**src/rtl/core/bf5_pkg.sv**
```systemverilog
// Shared types, tables and helpers for the 5x5 bilateral filter.
// No dependencies.
`default_nettype none
package bf5_pkg;

    typedef enum logic [4:0] {
        S_IDLE, S_IN, S_WR, S_LIN, S_CMP, S_CEN, S_POS, S_ADR, S_REQ, S_RD,
        S_SQ, S_MT, S_WT, S_ACC, S_DINIT, S_DSTEP, S_OUT
    } t_state;

    typedef struct packed {
        logic accept;
        logic in_step;
        logic write;
        logic lin;
        logic cen_start;
        logic pos;
        logic cen;
        logic adr;
        logic req;
        logic rd;
        logic sq;
        logic mul_t;
        logic wt;
        logic acc;
        logic dinit;
        logic dstep;
        logic load;
    } t_cmd;

    typedef struct packed {
        logic drop;
        logic emit;
        logic last_tap;
        logic div_last;
        logic out_free;
    } t_status;

    localparam logic [3:0] REG_FRAME_WIDTH  = 4'd0;
    localparam logic [3:0] REG_FRAME_HEIGHT = 4'd1;
    localparam logic [3:0] REG_RANGE_SCALE  = 4'd2;
    localparam logic [3:0] REG_SPATIAL_D1   = 4'd3;
    localparam logic [3:0] REG_SPATIAL_D2   = 4'd4;
    localparam logic [3:0] REG_SPATIAL_D4   = 4'd5;
    localparam logic [3:0] REG_SPATIAL_D5   = 4'd6;
    localparam logic [3:0] REG_SPATIAL_D8   = 4'd7;

    localparam logic [16:0] FRAC [64] = '{
        17'd65536, 17'd64830, 17'd64132, 17'd63441, 17'd62757, 17'd62081, 17'd61413,
        17'd60751, 17'd60097, 17'd59449, 17'd58809, 17'd58176, 17'd57549, 17'd56929,
        17'd56316, 17'd55709, 17'd55109, 17'd54515, 17'd53928, 17'd53347, 17'd52773,
        17'd52204, 17'd51642, 17'd51085, 17'd50535, 17'd49991, 17'd49452, 17'd48920,
        17'd48393, 17'd47871, 17'd47356, 17'd46846, 17'd46341, 17'd45842, 17'd45348,
        17'd44859, 17'd44376, 17'd43898, 17'd43425, 17'd42958, 17'd42495, 17'd42037,
        17'd41584, 17'd41136, 17'd40693, 17'd40255, 17'd39821, 17'd39392, 17'd38968,
        17'd38548, 17'd38133, 17'd37722, 17'd37316, 17'd36914, 17'd36516, 17'd36123,
        17'd35734, 17'd35349, 17'd34968, 17'd34591, 17'd34219, 17'd33850, 17'd33486,
        17'd33125
    };

    // row mod 6 by reciprocal multiply, exact below 8192
    function automatic logic [2:0] bf5_mod6(input logic [12:0] r);
        logic [31:0] q;
        logic [31:0] m;
        q = (32'(r) * 32'd2731) >> 14;
        m = 32'(r) - q * 32'd6;
        return m[2:0];
    endfunction

endpackage
`default_nettype wire

```
**src/rtl/core/bf5_ctrl.sv**
```systemverilog
// Sequencer for the 5x5 bilateral filter: input step, 25 taps, division.
// Depends on bf5_pkg.
`default_nettype none
module bf5_ctrl
    import bf5_pkg::*;
(
    input  wire logic    i_clk,
    input  wire logic    i_rst_n,
    input  wire logic    i_s_valid,
    output logic         o_s_ready,
    input  wire t_status i_status,
    output t_cmd         o_cmd
);
    t_state r_state, n_state;
    logic   r_cen, n_cen;

    always_ff @(posedge i_clk) begin
        if (!i_rst_n) begin
            r_state <= S_IDLE;
            r_cen   <= 1'b0;
        end else begin
            r_state <= n_state;
            r_cen   <= n_cen;
        end
    end

    always_comb begin
        n_state   = r_state;
        n_cen     = r_cen;
        o_cmd     = '0;
        o_cmd.cen = r_cen;
        o_s_ready = 1'b0;
        unique case (r_state)
            S_IDLE: begin
                o_s_ready = i_rst_n;
                if (i_s_valid && i_rst_n) begin
                    o_cmd.accept = 1'b1;
                    n_state      = S_IN;
                end
            end
            S_IN: begin
                if (i_status.drop) begin
                    n_state = S_IDLE;
                end else begin
                    o_cmd.in_step = 1'b1;
                    n_state       = S_WR;
                end
            end
            S_WR: begin
                o_cmd.write = 1'b1;
                n_state     = S_LIN;
            end
            S_LIN: begin
                o_cmd.lin = 1'b1;
                n_state   = S_CMP;
            end
            S_CMP: begin
                n_state = i_status.emit ? S_CEN : S_IDLE;
            end
            S_CEN: begin
                o_cmd.cen_start = 1'b1;
                n_cen           = 1'b1;
                n_state         = S_POS;
            end
            S_POS: begin
                o_cmd.pos = 1'b1;
                n_state   = S_ADR;
            end
            S_ADR: begin
                o_cmd.adr = 1'b1;
                n_state   = S_REQ;
            end
            S_REQ: begin
                o_cmd.req = 1'b1;
                n_state   = S_RD;
            end
            S_RD: begin
                o_cmd.rd = 1'b1;
                n_cen    = 1'b0;
                n_state  = r_cen ? S_POS : S_SQ;
            end
            S_SQ: begin
                o_cmd.sq = 1'b1;
                n_state  = S_MT;
            end
            S_MT: begin
                o_cmd.mul_t = 1'b1;
                n_state     = S_WT;
            end
            S_WT: begin
                o_cmd.wt = 1'b1;
                n_state  = S_ACC;
            end
            S_ACC: begin
                o_cmd.acc = 1'b1;
                n_state   = i_status.last_tap ? S_DINIT : S_POS;
            end
            S_DINIT: begin
                o_cmd.dinit = 1'b1;
                n_state     = S_DSTEP;
            end
            S_DSTEP: begin
                o_cmd.dstep = 1'b1;
                if (i_status.div_last) begin
                    n_state = S_OUT;
                end
            end
            S_OUT: begin
                if (i_status.out_free) begin
                    o_cmd.load = 1'b1;
                    n_state    = S_IDLE;
                end
            end
            default: begin
                n_state = S_IDLE;
            end
        endcase
    end

    a_cen_only_before_taps: assert property (@(posedge i_clk) disable iff (!i_rst_n)
        r_cen |-> (r_state == S_POS || r_state == S_ADR || r_state == S_REQ
                   || r_state == S_RD))
        else $error("centre flag outside centre fetch");
    a_div_to_out: assert property (@(posedge i_clk) disable iff (!i_rst_n)
        (r_state == S_DSTEP && i_status.div_last) |=> r_state == S_OUT)
        else $error("division end lost");
    a_ready_idle: assert property (@(posedge i_clk) disable iff (!i_rst_n)
        o_cmd.accept |=> r_state == S_IN)
        else $error("accepted item not stepped");
endmodule
`default_nettype wire

```
**config.mk**
```make
export PLATFORM = sky130hd
export DESIGN_NAME = bf5_ctrl
export DESIGN_NICKNAME = d
export VERILOG_FILES = /design/src/rtl/core/bf5_pkg.sv /design/src/rtl/core/bf5_ctrl.sv
export SDC_FILE = /design/constraint.sdc
export NUM_CORES = 1
export LEC_CHECK = 0
export BUFFER_PORTS_ARGS = -buffer_cell sky130_fd_sc_hd__buf_2
export CORE_AREA = 2 2 39 41
export CTS_BUF_LIST = sky130_fd_sc_hd__clkbuf_4 sky130_fd_sc_hd__clkbuf_8
export CTS_CLUSTER_DIAMETER = 200
export DETAILED_ROUTE_END_ITERATION = 8
export DIE_AREA = 0 0 41 43
export GPL_TIMING_DRIVEN = 1
export PLACE_DENSITY = 0.71
export SYNTH_ARGS = -nofsm -noshare
export SYNTH_HDL_FRONTEND = slang
export SYNTH_SLANG_ARGS = --single-unit
```
**constraint.sdc**
```tcl
create_clock -name i_clk -period 1.6 [get_ports i_clk]
set_input_delay 0.24 -clock i_clk [delete_from_list [all_inputs] [get_ports i_clk]]
set_output_delay 0.24 -clock i_clk [all_outputs]
set_load 0.02 [all_outputs]
```
==> results.txt <==
* Sequential area share after synthesis: 22.5%
- Die area: 1760 um^2
* Result of the run: finished with violations
- After routing the design area is 881 um^2.
- Summing internal, switching and leakage power gives 579 uW.
* Area share of the largest cell type after synthesis: 22.5%
* Tightest slew margin relative to the limit: 77.0%
- Cells taking the most area after synthesis: sky130_fd_sc_hd__dfxtp_1 22%, sky130_fd_sc_hd__nor2_1 9.8%, sky130_fd_sc_hd__o21ai_0 6.6%
- Number of buffer cells added on primary ports: 25
* Max-cap violations: 0
- In this run the register-to-register setup slack is 210 ps.
* Residual overflow from global routing: 0
* DP Wirelength: 1200 um
- Setup violations remaining at the end of the flow were counted as 8.
- Initial Utilization: 38.6%
- The most used flip-flop cell after synthesis is sky130_fd_sc_hd__dfxtp_1.
- Across all setup checks in the final design, the least slack found is -94.7 ps.
* Startpoint of the worst register-to-register path: r_state[3]
- IR analysis of the VDD net gives a maximum drop of 0.000400 V.
* Number of flip-flops and latches in the synthesized netlist: 6
- Clock latency on the worst-skew pair, taken at its later pin, is 250 ps.
* Post-synthesis net count: 88
- Counting the buffers created by CTS gives 3.
- Data on the critical path is required at its endpoint by 1360 ps.
- Vias in the first global route: 625
- Dividing the detail-routed wire length by the instance count gives 13.4 um.
* Total number of yosys warnings: 0
* Combined global-route utilization of all metal layers: 20.4%
- Between clock sinks in the finished design, the worst skew comes to 0.847 ps.
* DIE WIDTH: 41 um
- The floorplan step set the die height to 43 um.
- Violations in the final reports: negative setup slack
* Sum of routed wire length over all layers: 1710 um
- Wire length of the first global-routing pass: 2500 um
- Yosys mapped the design onto 31 distinct sky130hd cell types.
- Launching element type of the critical path: flip-flop
* Critical path class: flip-flop to primary output
- Antenna violations before repair: 0
* Actual transition at the worst max-transition pin: 337 ps
- The most critical setup path has its endpoint at o_cmd[16].
- Derived from the worst setup path, the maximum achievable clock frequency is 0.590 GHz.
* Largest stage delay on the critical path: 410 ps
- In this run the number of H-tree levels came out at 1.
- CTS tree: yes
- Reg-to-reg endpoint: r_state[4]
- The clock net in this run drives a total of 6 sinks.
* Final standard cell count with taps included and fillers excluded: 128
- In this run the worst path has a maximum fanout of 6.
- Detailed-route DRC error count: 0
- Top library cells by usage in the layout, fill and taps aside: 17 x sky130_fd_sc_hd__buf_2, 13 x sky130_fd_sc_hd__buf_4, 10 x sky130_fd_sc_hd__nor2_1
* Crit path capture type: primary output
* Area growth from synthesis to layout: 64.9%
* I/O pins: 26
* Net count, final: 122
- For this design the ratio of total power to cell area is 657 nW/um^2.
- Clock-pin slew was measured on the worst setup and hold paths at 50 ps.
- The floorplan has 14 rows.
- Cell at the root of the clock tree: sky130_fd_sc_hd__clkbuf_4
- A synthesized cell averages 6.68 um^2.
- In the synthesized netlist the async set-or-reset flop fraction comes to 0%.
- Final Max Slew Viols: 0
- Diode insertion count for antenna repair: 0
- CP cell instances: or3_4, nor4_4, and2_1, buf_6
- In this run, synthesis inferred 0 flip-flops with an integrated enable.
- Fill cells in the final layout number 125.
- Reg2Reg Depth: 4
* Startpoint of the worst setup timing path: r_state[3]
* Detailed-router iteration count before antenna repair: 4
* Final TNS setup: -321 ps
- For this run, the share of the core covered by cells in the final layout is 63.7%.
- Vias: 708
* Synthesized cell area: 534 um^2
* Slowest stage cell, crit path: sky130_fd_sc_hd__or3_4
* Cell area reported after detailed placement: 726 um^2
* Setup repair after global routing missed its margin: true
- Final RePlAce weighted congestion: 0.783
* DRT antenna net count: 0
- Subtracting the final worst setup slack from the clock period gives 1690 ps.
* Cell taking the most area after synthesis: sky130_fd_sc_hd__dfxtp_1
- Most common library cell in the layout ignoring fill and taps: sky130_fd_sc_hd__buf_2
* Leakage Power: 0.381 nW
* Data arrival, critical path: 1450 ps
* Proportion of layout cells with a drive suffix above 1: 52.7%
* Via density: 5.53
- Synthesis produced 80 cells.
* Total placed cells including tap cells: 123
- In this run the worst hold path is classified as input pin to flip-flop.
* Clock Path Buffers: 2
- Entering global routing, the biggest net connects 12 pins.
- DRT iter0 DRCs: 11
- Hold Violations, Final: 0
- The region available for standard cell placement spans 1380 um^2.
* Final critical-path share of the clock period: 106%
## registers in the layout, indices dropped and copies added (netlist names)
name	flops
r_cen	1
r_state	5
## cell families (layout without fill, tap and decap cells)
| group | after synthesis | in the layout | share of synthesized area (%) |
|---|---|---|---|
| flops | 6 | 6 | 22.5 |
| buf+inv | 10 | 42 | 8.90 |
| simple gates | 46 | 46 | 47.3 |
| compound gates | 18 | 18 | 21.3 |
## metal layers
metal | up-vias | track usage (%) | share of wire, %
met1 | 331 | 25.3 | 40
met5 | - | 0 | 0
met3 | 2 | 1.57 | 5.7
met4 | 0 | 10.0 | 0.82
met2 | 30 | 33.4 | 53
li1 | 345 | - | -
## stage by stage
step | hold WS (ps) | setup WS (ps)
after floorplan | 358 | 7.41
after global placement | 512 | 135
after detailed placement | 518 | 116
after CTS | 267 | -90.9
after global routing | 276 | -128
final | 282 | -94.7
## cells in the mapped netlist, drive strengths merged, types with 3 or more instances
| master | n |
|---|---|
| dfxtp | 6 |
| nand2 | 8 |
| nor3 | 3 |
| buf | 6 |
| inv | 3 |
| nor4 | 3 |
| nand2b | 3 |
| a21oi | 3 |
| nor2 | 15 |
| nand3b | 3 |
| o21ai | 7 |
## area by class of cell
| class | count | area, um^2 | area share, % |
|---|---|---|---|
| well taps | 16 | 20.0 | 2.27 |
| clock buffers | 3 | 22.5 | 2.56 |
| multi-input cells | 64 | 445 | 50.6 |
| flip-flops and latches | 6 | 131 | 14.9 |
| inverters | 3 | 11.3 | 1.28 |
| repair buffers | 36 | 250 | 28.4 |
## where the power goes
group          switching, mW  internal (mW)  leakage (nW)
registers             0.0213          0.163        0.0517
clock network         0.0631         0.0854        0.0138
logic                  0.127          0.119         0.316
total                  0.212          0.367         0.381
## how the worst min path moves through the flow
stage	start	to	cells after the start
final	i_rst_n	r_state[4]	3
after global routing	i_rst_n	r_state[4]	3
after CTS	i_rst_n	r_state[4]	3
after detailed placement	r_cen	r_state[2]	2
after global placement	r_cen	r_state[2]	2
after floorplan	i_rst_n	r_state[0]	1
## timing repair
item,in CTS,in global routing
resized for setup,19,18
endpoints found under the setup margin,13,15
setup buffers,2,0
pin swaps,2,0
hold buffers,0,0
## worst max-delay path: cells and delay by family, from the launching register on
family | cells | cell delay [ps]
and+or+nand+nor | 3 | 730
buffers and inverters | 1 | 120
DFF | 1 | 360
Note: power is estimated with default switching activity, not from simulation.
